### src/design/icu_pkg.sv
`timescale 1ns / 1ps
// ----------------------------------------------------------------------------
// icu_pkg
// Shared opcodes, status codes and sizes for the integer calculator unit.
// ----------------------------------------------------------------------------
package icu_pkg;

    localparam int DATA_WIDTH_DEF = 32;
    localparam int MAX_RESULTS    = 30;
    localparam int OP_WIDTH       = 4;
    localparam int STATUS_WIDTH   = 2;

    typedef enum logic [OP_WIDTH-1:0] {
        OP_ADD  = 4'd0,
        OP_SUB  = 4'd1,
        OP_MUL  = 4'd2,
        OP_DIV  = 4'd3,
        OP_POW  = 4'd4,
        OP_FACT = 4'd5,
        OP_FCTL = 4'd6,
        OP_SQRT = 4'd7,
        OP_LOG  = 4'd8
    } opcode_t;

    typedef enum logic [STATUS_WIDTH-1:0] {
        ST_OK      = 2'd0,
        ST_DIVZERO = 2'd1,
        ST_DOMAIN  = 2'd2
    } status_t;

endpackage

### src/design/integer_calculator_unit.sv
`timescale 1ns / 1ps
// ----------------------------------------------------------------------------
// integer_calculator_unit
// Multi-function signed integer ALU around a multiplier shared by power and factorial, one
// bit-serial divider and one bit-pair square root step, run by a sequencer.
// ----------------------------------------------------------------------------
// Usage: drive opcode, operand_a and operand_b and pulse start while busy is
// low; the word is taken at that edge. Results leave on result, status and
// last with valid high for exactly one cycle; the receiver cannot stall.
// Factorize gives one word per prime factor, smallest first, last on the
// final one; every other operation gives one word with last set.
// Add, sub, mul, divide by zero and all domain errors are answered straight
// from idle. Power steps through a multiply state and a square state per
// exponent bit. Factorial stops early once the wrapped product reaches zero.
// Divide, log and factorize run through the bit-serial divider: log divides
// repeatedly by the base, and factorize divides once per trial divisor, up
// to about sqrt(n) trials.
// busy stays high until the final word is out. Reset returns the sequencer
// to idle and drops valid.
// ----------------------------------------------------------------------------
module integer_calculator_unit #(
    parameter int DATA_WIDTH = icu_pkg::DATA_WIDTH_DEF
) (
    input  logic                              clk,
    input  logic                              rst_n,
    input  logic                              start,
    output logic                              busy,
    input  logic [icu_pkg::OP_WIDTH-1:0]      opcode,
    input  logic signed [DATA_WIDTH-1:0]      operand_a,
    input  logic signed [DATA_WIDTH-1:0]      operand_b,
    output logic                              valid,
    output logic signed [DATA_WIDTH-1:0]      result,
    output logic [icu_pkg::STATUS_WIDTH-1:0]  status,
    output logic                              last
);
    import icu_pkg::*;

    localparam int W      = DATA_WIDTH;
    localparam int CW     = $clog2(W + 1);
    localparam int KW     = $clog2(MAX_RESULTS);
    localparam int SQ_TOP = 2 * ((W - 1) / 2);

    typedef enum logic [3:0] {
        S_IDLE, S_POW_MUL, S_POW_SQ, S_FCTL, S_SQRT,
        S_LOG_CHK, S_FACT_TRY, S_DIV, S_DIV_END
    } state_t;

    state_t            state_reg;
    opcode_t           op_reg;
    logic [W-1:0]      a_reg, acc_reg, base_reg, e_reg, n_reg, p_reg;
    logic [W-1:0]      rem_reg, quo_reg, dvs_reg;
    logic [CW-1:0]     cnt_reg;
    logic [KW-1:0]     k_reg;
    logic              neg_reg;
    logic              valid_reg, last_reg;
    logic [W-1:0]      result_reg;
    status_t           status_reg;

    // shared multiplier
    logic [W-1:0]      mul_x, mul_y, mul_p;
    always_comb
    begin
        mul_x = acc_reg;
        mul_y = base_reg;
        unique case (state_reg)
            S_POW_SQ: mul_x = base_reg;
            S_FCTL:   mul_y = p_reg;
            default:  mul_x = acc_reg;
        endcase
    end
    assign mul_p = W'(mul_x * mul_y);

    // restoring divider step
    logic [W:0]        div_sh, div_diff;
    assign div_sh   = {rem_reg, quo_reg[W-1]};
    assign div_diff = div_sh - {1'b0, dvs_reg};

    // square root step
    logic [W:0]        sq_sum;
    assign sq_sum = {1'b0, acc_reg} + {1'b0, base_reg};

    logic [W-1:0]      mag_a, mag_b;
    opcode_t           op_in;
    assign mag_a = operand_a[W-1] ? W'(-operand_a) : operand_a;
    assign mag_b = operand_b[W-1] ? W'(-operand_b) : operand_b;
    assign op_in = opcode_t'(opcode);

    assign busy   = (state_reg != S_IDLE);
    assign valid  = valid_reg;
    assign result = result_reg;
    assign status = status_reg;
    assign last   = last_reg;

    always_ff @(posedge clk or negedge rst_n)
    begin
        if (!rst_n)
        begin
            state_reg <= S_IDLE;
            valid_reg <= 1'b0;
        end
        else
        begin
            valid_reg <= 1'b0;
            unique case (state_reg)
                S_IDLE:
                begin
                    if (start)
                    begin
                        op_reg     <= op_in;
                        a_reg      <= operand_a;
                        acc_reg    <= W'(1);
                        base_reg   <= operand_a;
                        e_reg      <= operand_b;
                        n_reg      <= operand_b;
                        p_reg      <= W'(2);
                        k_reg      <= '0;
                        neg_reg    <= operand_a[W-1] ^ operand_b[W-1];
                        result_reg <= '0;
                        status_reg <= ST_OK;
                        last_reg   <= 1'b1;
                        unique case (op_in)
                            OP_ADD:
                            begin
                                result_reg <= W'(operand_a + operand_b);
                                valid_reg  <= 1'b1;
                            end
                            OP_SUB:
                            begin
                                result_reg <= W'(operand_a - operand_b);
                                valid_reg  <= 1'b1;
                            end
                            OP_MUL:
                            begin
                                result_reg <= W'(operand_a * operand_b);
                                valid_reg  <= 1'b1;
                            end
                            OP_DIV:
                            begin
                                if (operand_b == '0)
                                begin
                                    status_reg <= ST_DIVZERO;
                                    valid_reg  <= 1'b1;
                                end
                                else
                                begin
                                    rem_reg   <= '0;
                                    quo_reg   <= mag_a;
                                    dvs_reg   <= mag_b;
                                    cnt_reg   <= CW'(W);
                                    state_reg <= S_DIV;
                                end
                            end
                            OP_POW:
                            begin
                                if (operand_b[W-1] || operand_b == '0)
                                begin
                                    result_reg <= W'(1);
                                    valid_reg  <= 1'b1;
                                end
                                else
                                    state_reg <= S_POW_MUL;
                            end
                            OP_FACT:
                            begin
                                if (operand_b[W-1] || operand_b < W'(2))
                                begin
                                    status_reg <= ST_DOMAIN;
                                    valid_reg  <= 1'b1;
                                end
                                else
                                    state_reg <= S_FACT_TRY;
                            end
                            OP_FCTL:
                            begin
                                if (operand_b[W-1])
                                begin
                                    status_reg <= ST_DOMAIN;
                                    valid_reg  <= 1'b1;
                                end
                                else
                                    state_reg <= S_FCTL;
                            end
                            OP_SQRT:
                            begin
                                if (operand_b[W-1])
                                begin
                                    status_reg <= ST_DOMAIN;
                                    valid_reg  <= 1'b1;
                                end
                                else
                                begin
                                    acc_reg   <= '0;
                                    base_reg  <= W'(1) << SQ_TOP;
                                    state_reg <= S_SQRT;
                                end
                            end
                            OP_LOG:
                            begin
                                if (operand_a[W-1] || operand_a < W'(2) ||
                                    operand_b[W-1] || operand_b == '0)
                                begin
                                    status_reg <= ST_DOMAIN;
                                    valid_reg  <= 1'b1;
                                end
                                else
                                begin
                                    acc_reg   <= '0;
                                    state_reg <= S_LOG_CHK;
                                end
                            end
                            default:
                            begin
                                status_reg <= ST_DOMAIN;
                                valid_reg  <= 1'b1;
                            end
                        endcase
                    end
                end
                S_POW_MUL:
                begin
                    if (e_reg == '0)
                    begin
                        result_reg <= acc_reg;
                        valid_reg  <= 1'b1;
                        state_reg  <= S_IDLE;
                    end
                    else
                    begin
                        if (e_reg[0])
                            acc_reg <= mul_p;
                        state_reg <= S_POW_SQ;
                    end
                end
                S_POW_SQ:
                begin
                    base_reg  <= mul_p;
                    e_reg     <= e_reg >> 1;
                    state_reg <= S_POW_MUL;
                end
                S_FCTL:
                begin
                    // product goes to zero long before the counter can wrap
                    if (p_reg > n_reg || acc_reg == '0)
                    begin
                        result_reg <= acc_reg;
                        valid_reg  <= 1'b1;
                        state_reg  <= S_IDLE;
                    end
                    else
                    begin
                        acc_reg <= mul_p;
                        p_reg   <= p_reg + W'(1);
                    end
                end
                S_SQRT:
                begin
                    if (base_reg == '0)
                    begin
                        result_reg <= acc_reg;
                        valid_reg  <= 1'b1;
                        state_reg  <= S_IDLE;
                    end
                    else
                    begin
                        if ({1'b0, n_reg} >= sq_sum)
                        begin
                            n_reg   <= W'({1'b0, n_reg} - sq_sum);
                            acc_reg <= (acc_reg >> 1) + base_reg;
                        end
                        else
                            acc_reg <= acc_reg >> 1;
                        base_reg <= base_reg >> 2;
                    end
                end
                S_LOG_CHK:
                begin
                    if (n_reg >= a_reg)
                    begin
                        rem_reg   <= '0;
                        quo_reg   <= n_reg;
                        dvs_reg   <= a_reg;
                        cnt_reg   <= CW'(W);
                        state_reg <= S_DIV;
                    end
                    else
                    begin
                        result_reg <= acc_reg;
                        valid_reg  <= 1'b1;
                        state_reg  <= S_IDLE;
                    end
                end
                S_FACT_TRY:
                begin
                    rem_reg   <= '0;
                    quo_reg   <= n_reg;
                    dvs_reg   <= p_reg;
                    cnt_reg   <= CW'(W);
                    state_reg <= S_DIV;
                end
                S_DIV:
                begin
                    if (!div_diff[W])
                    begin
                        rem_reg <= div_diff[W-1:0];
                        quo_reg <= {quo_reg[W-2:0], 1'b1};
                    end
                    else
                    begin
                        rem_reg <= div_sh[W-1:0];
                        quo_reg <= {quo_reg[W-2:0], 1'b0};
                    end
                    cnt_reg <= cnt_reg - CW'(1);
                    if (cnt_reg == CW'(1))
                        state_reg <= S_DIV_END;
                end
                S_DIV_END:
                begin
                    unique case (op_reg)
                        OP_DIV:
                        begin
                            result_reg <= neg_reg ? W'(-quo_reg) : quo_reg;
                            valid_reg  <= 1'b1;
                            state_reg  <= S_IDLE;
                        end
                        OP_LOG:
                        begin
                            n_reg     <= quo_reg;
                            acc_reg   <= acc_reg + W'(1);
                            state_reg <= S_LOG_CHK;
                        end
                        default:
                        begin
                            // factorize: quotient below trial divisor ends it
                            if (p_reg > quo_reg ||
                                (rem_reg == '0 && k_reg == KW'(MAX_RESULTS - 1)))
                            begin
                                result_reg <= n_reg;
                                last_reg   <= 1'b1;
                                valid_reg  <= 1'b1;
                                state_reg  <= S_IDLE;
                            end
                            else if (rem_reg == '0)
                            begin
                                result_reg <= p_reg;
                                last_reg   <= 1'b0;
                                valid_reg  <= 1'b1;
                                k_reg      <= k_reg + KW'(1);
                                n_reg      <= quo_reg;
                                state_reg  <= S_FACT_TRY;
                            end
                            else
                            begin
                                p_reg     <= p_reg + W'(1);
                                state_reg <= S_FACT_TRY;
                            end
                        end
                    endcase
                end
                default:
                    state_reg <= S_IDLE;
            endcase
        end
    end

endmodule
### config.mk
export PLATFORM = sky130hd
export DESIGN_NAME = integer_calculator_unit
export DESIGN_NICKNAME = d
export VERILOG_FILES = /design/src/design/icu_pkg.sv /design/src/design/integer_calculator_unit.sv
export SDC_FILE = /design/constraint.sdc
export NUM_CORES = 2
export LEC_CHECK = 0
export BUFFER_PORTS_ARGS = -buffer_cell sky130_fd_sc_hd__buf_2
export CELL_PAD_IN_SITES_DETAIL_PLACEMENT = 2
export CELL_PAD_IN_SITES_GLOBAL_PLACEMENT = 2
export CORE_AREA = 3 3 512 361
export DETAILED_ROUTE_END_ITERATION = 10
export DIE_AREA = 0 0 515 364
export HOLD_SLACK_MARGIN = 0.15
export PLACE_DENSITY_LB_ADDON = 0.1
export SLEW_MARGIN = 30
export SYNTH_ARGS = -nofsm -noshare
export SYNTH_HDL_FRONTEND = slang
export SYNTH_SLANG_ARGS = --single-unit
### constraint.sdc
create_clock -name clk -period 11.9 [get_ports clk]
set_input_delay 0.595 -clock clk [delete_from_list [all_inputs] [get_ports clk]]
set_output_delay 0.595 -clock clk [all_outputs]
set_load 0.02 [all_outputs]
# Word level (Yosys, flattened, before mapping)
# Cells that the tools add are included.
[op_classes]
n_addsub = 13
mul = 2
magnitude_cmp = 6
n_eq_ne = 52
mux = 114
bitwise_logic = 1
n_reduce_logical = 40
[op_table]
columns = ["cell", "n"]
rows = [
  ["$mux 32", 46],
  ["$pmux 32 s3", 4],
  ["$pmux 32 s4", 3],
  ["$pmux 32 s2", 3],
  ["$pmux 32 s6", 1],
  ["$logic_not 32->1", 5],
  ["$pmux 32 s5", 1],
  ["$neg 32->32", 3],
  ["$add 32x1->32 const B", 2],
  ["$gt 32x32->1", 2],
  ["$lt 32x3->1 const B", 2],
  ["$mul 32x32->32", 2],
  ["$sub 32x32->32", 2],
  ["$mux 4", 10],
  ["$ne 2x2->1 const B", 20],
  ["$pmux 4 s9", 1],
  ["$add 32x32->33", 1],
  ["$ge 32x33->1", 1],
  ["$sub 33x32->33", 1],
  ["$add 31x32->32", 1],
  ["$add 32x32->32", 1],
  ["$eq 4x3->1 const B", 8],
  ["$ge 32x32->1", 1],
  ["$ne 3x3->1 const B", 9],
  ["other kinds (42)", 98],
]
[word_totals]
regBits = 344
inputBits = 71
output_inout_bits = 37
elab_cells = 246

# Logic depth before layout (Yosys ltp)
[logic_depth]
ltp_word = 8
mapped_depth = 34
mapped_depth_nobuf = 31

# Worst setup path after synthesis
# OpenSTA, ideal clock, no wires.
[synth_timing]
path_type = "input -> register"
from = "input port operand_b[0]"
to = "register dvs_reg[0] (enable)"
setup_ns = 0.470
t_arrival_ns = 9.950
required_time_ns = 11.430
path_slack_ns = 1.479
stages = 11
path_buffers = 2
path_cell_list = "clkbuf_1 inv_1 ha_1 or3b_2 clkbuf_1 nor2_1 nand4_1 nor2_1 or3_1 a211oi_1 a21boi_0"
[synth_via]
elab_chain_len = 3
[synth_rtl]
columns = ["element", "line", "source"]
rows = [
  ["start: declaration", "integer_calculator_unit.sv:30", "input logic signed [DATA_WIDTH-1:0] operand_b,"],
  ["$logic_not 32->1", "integer_calculator_unit.sv:139", "if (operand_b == '0)"],
  ["$ne 2x2->1 (no line)", "n/a", ""],
  ["$reduce_and 6->1 (no line)", "n/a", ""],
  ["end signal: assignment", "integer_calculator_unit.sv:148", "dvs_reg <= mag_b;"],
  ["end signal: assignment", "integer_calculator_unit.sv:281", "dvs_reg <= a_reg;"],
  ["end signal: assignment", "integer_calculator_unit.sv:296", "dvs_reg <= p_reg;"],
  ["end: declaration", "integer_calculator_unit.sv:51", "logic [W-1:0] rem_reg, quo_reg, dvs_reg;"],
]
# Every way passes these cells.
# A chain may end at the register's enable or synchronous reset.

# Worst setup path after layout
[layout_timing]
from = "register state_reg[3]"
to = "register acc_reg[31] (data pin)"
[layout_via]
elab_chain_len = 6
elab_cells_between_ends = 13
classes_between = "mul: 1; eq/ne: 5; mux: 6; reduce/logical: 1"
[layout_rtl]
columns = ["element", "line", "source"]
rows = [
  ["start: declaration", "integer_calculator_unit.sv:48", "state_t state_reg;"],
  ["start signal: assignment", "integer_calculator_unit.sv:98", "state_reg <= S_IDLE;"],
  ["start signal: assignment", "integer_calculator_unit.sv:150", "state_reg <= S_DIV;"],
  ["start signal: assignment", "integer_calculator_unit.sv:161", "state_reg <= S_POW_MUL;"],
  ["$eq 4x2->1 (on tied branches)", "integer_calculator_unit.sv:65, integer_calculator_unit.sv:104", ""],
  ["$mux 32", "integer_calculator_unit.sv:65", "unique case (state_reg)"],
  ["$mul 32x32->32", "integer_calculator_unit.sv:71", "assign mul_p = W'(mul_x * mul_y);"],
  ["$mux 32", "integer_calculator_unit.sv:229", "if (e_reg[0])"],
  ["$mux 32", "integer_calculator_unit.sv:221", "if (e_reg == '0)"],
  ["$pmux 32 s5 *", "integer_calculator_unit.sv:104", "unique case (state_reg)"],
  ["end signal: assignment", "integer_calculator_unit.sv:230", "acc_reg <= mul_p;"],
  ["end signal: assignment", "integer_calculator_unit.sv:251", "acc_reg <= mul_p;"],
  ["end signal: assignment", "integer_calculator_unit.sv:268", "acc_reg <= (acc_reg >> 1) + base_reg;"],
  ["end: declaration", "integer_calculator_unit.sv:50", "logic [W-1:0] a_reg, acc_reg, base_reg, e_reg, n_reg, p_reg;"],
]
# Every way passes the cells marked *; elsewhere a longest branch is shown, timed or not. The select of a mux whose other input is x is not followed.

==> metrics.txt <==
RSZ-0062 raised after global routing=false; Clock Skew=0.0590 ns; num rows=130; cts bufs inserted=45; Synth area leader=fa_1; htree depth=2; # setup viols final=0; die footprint=187000 um^2; DRC viols=0; Synth top area share=26.1%; global route overflow=0; Layout area overhead=8.75%; Syn Nets=8714; WP data required=12.24 ns; Die Width=515 um; TritonCTS clock tree=yes; Netlist cell types=84; TNS Setup=0 ns; drt total wl=317000 um; sequential area share after synthesis=16.4%; clock tree buffer depth=3; GRT Total Usage=33.5%; largest net degree at the start of global routing=63; slowest cell on the critical path=mux2i_2; placed instance area=66900 um^2; Worst path top cell family by delay=adder cells; vias in the first global route=60400; max_cap viols=0; # IOs=108; most frequent CP cell=fa_1; HP Class=in2reg; syn_area_per_cell=8.65 um^2; CP arrival=10.99 ns; Post-synth top flop=edfxtp_1; Initial Util=35.0%; Routability Congestion=0.947; Die Ht=364 um; port bufs=107; DR pass1 iterations=7; Peak Freq=94.0 MHz; Worst-path clk slew=0.07 ns; hold_sp=opcode[1]; Slew Limit Headroom=22.5%; layout cells sized above 1=7.03%; Worst R2R Path Depth=27; status=completed; setup slack, reg-to-reg=1.26 ns; Avg Vias per Cell=5.94; core area=180000 um^2; Vias=57500; Post-synth top cells=inv_1, nand2_1, fa_1; final worst hold slack=0.308 ns; synth top area cells=fa_1, edfxtp_1, ha_1; CP max stage delay=0.85 ns; min cycle time layout=10.64 ns; top-count cell post-synth=inv_1; DPL Wire Length=247000 um; Initial DRC Count=6454; clock sink total=344; Hold Vio Cnt, Final=0; sink of the worst hold path=op_reg[1]; Critical Path Stages=27; critical path class=reg2reg; Worst-Skew Late Latency=0.69 ns; CP bufs+invs=4; worst reg2reg endpoint=acc_reg[31]; Cells after Synth=7282; antenna violations before repair=44; Design Area, Final=68500 um^2; worst hold path depth=1; crit end category=register; crit start category=register; root buf cell=clkbuf_16; post_cts resized=0; post-synthesis cell area=63000 um^2; #FFs+latches synth=344; Fill cells=20000; post-route antenna net violation count=0; number of nets in the layout=8676; worst-path maximum fanout=54; Slew Limit Fails=0; origin of the critical flop-to-flop path=state_reg[3]; drt wl/cell=32.8 um; Worst Max-Slew Pin Slew=1.15 ns; period utilisation layout=89.4%; Post-synth EDFFs=339; asr flop ratio synth=1.45%; global-route wire length before repair=454000 um; Synth warnings=0
==> stage by stage <==
step / util, % / std cells / setup slack [ns]
2_1_floorplan: - / 7282 / 1.48
3_3_place_gp: 37.1 / 9563 / 1.45
3_5_place_dp: 37.2 / 9568 / 1.61
4_1_cts: 38.0 / 9653 / 1.52
5_1_grt: 38.1 / 9658 / 0.989
6_report: 38.1 / 9676 / 1.26
==> final cells by class <==
cell class	instances	area, um^2	area share [%]
clock buffers	52	1150	1.68
flip-flops and latches	344	10300	15.0
well taps	2376	2970	4.34
diodes	19	47.5	0.0694
multi-input cells	5520	47800	69.8
repair buffers	308	2110	3.08
inverters	1025	3850	5.62
clock inverters	32	274	0.400
==> layer usage <==
metal / vias to the layer above / share of wire (%) / global-route usage [%]
li1: 23900 / - / -
met1: 30600 / 47 / 51.3
met4: 8 / 3.1 / 8.92
met3: 396 / 9.8 / 7.17
met2: 2573 / 40 / 46.9
met5: - / 0.015 / 0
==> cells by family (layout without fill, tap and decap cells) <==
group / after synthesis / after routing / share of synthesized area, %
fa+ha+maj: 1362 / 1362 / 36.8
other cells: 0 / 19 / 0
simple gates: 2347 / 2347 / 17.0
compound gates: 1185 / 1185 / 12.2
xor+xnor: 473 / 473 / 6.60
flops: 344 / 344 / 16.4
buf+inv: 1418 / 1417 / 8.50
mux: 153 / 153 / 2.44
==> timing repair <==
action	4_1_cts	5_1_grt
hold buffers	1	0
endpoints found under the hold margin	5	0
setup endpoints to repair	0	0
setup buffers	0	0
==> worst max-delay path by stage <==
| stage | startpoint | to | slack [ns] |
|---|---|---|---|
| final | state_reg[3] | acc_reg[31] | 1.26 |
| after global routing | state_reg[3] | acc_reg[31] | 0.99 |
| after CTS | state_reg[3] | acc_reg[31] | 1.52 |
| after detailed placement | state_reg[3] | acc_reg[31] | 1.61 |
| after global placement | state_reg[3] | acc_reg[31] | 1.45 |
| after floorplan | operand_b[0] | dvs_reg[0] | 1.48 |
==> cells in the final DEF (no fill, tap or decap), types with 111 or more instances in the layout <==
cell type,n
a21oi_1,256
o21ai_0,288
edfxtp_1,339
fa_1,821
xnor2_1,264
inv_1,1024
nor2_1,634
mux2i_1,120
buf_4,191
xor2_1,207
buf_2,111
ha_1,540
and2_1,252
nand2_1,914
Power is left out: the tool's default activity adds up to more than one toggle a clock period on the data nets, which glitch-free logic cannot reach.
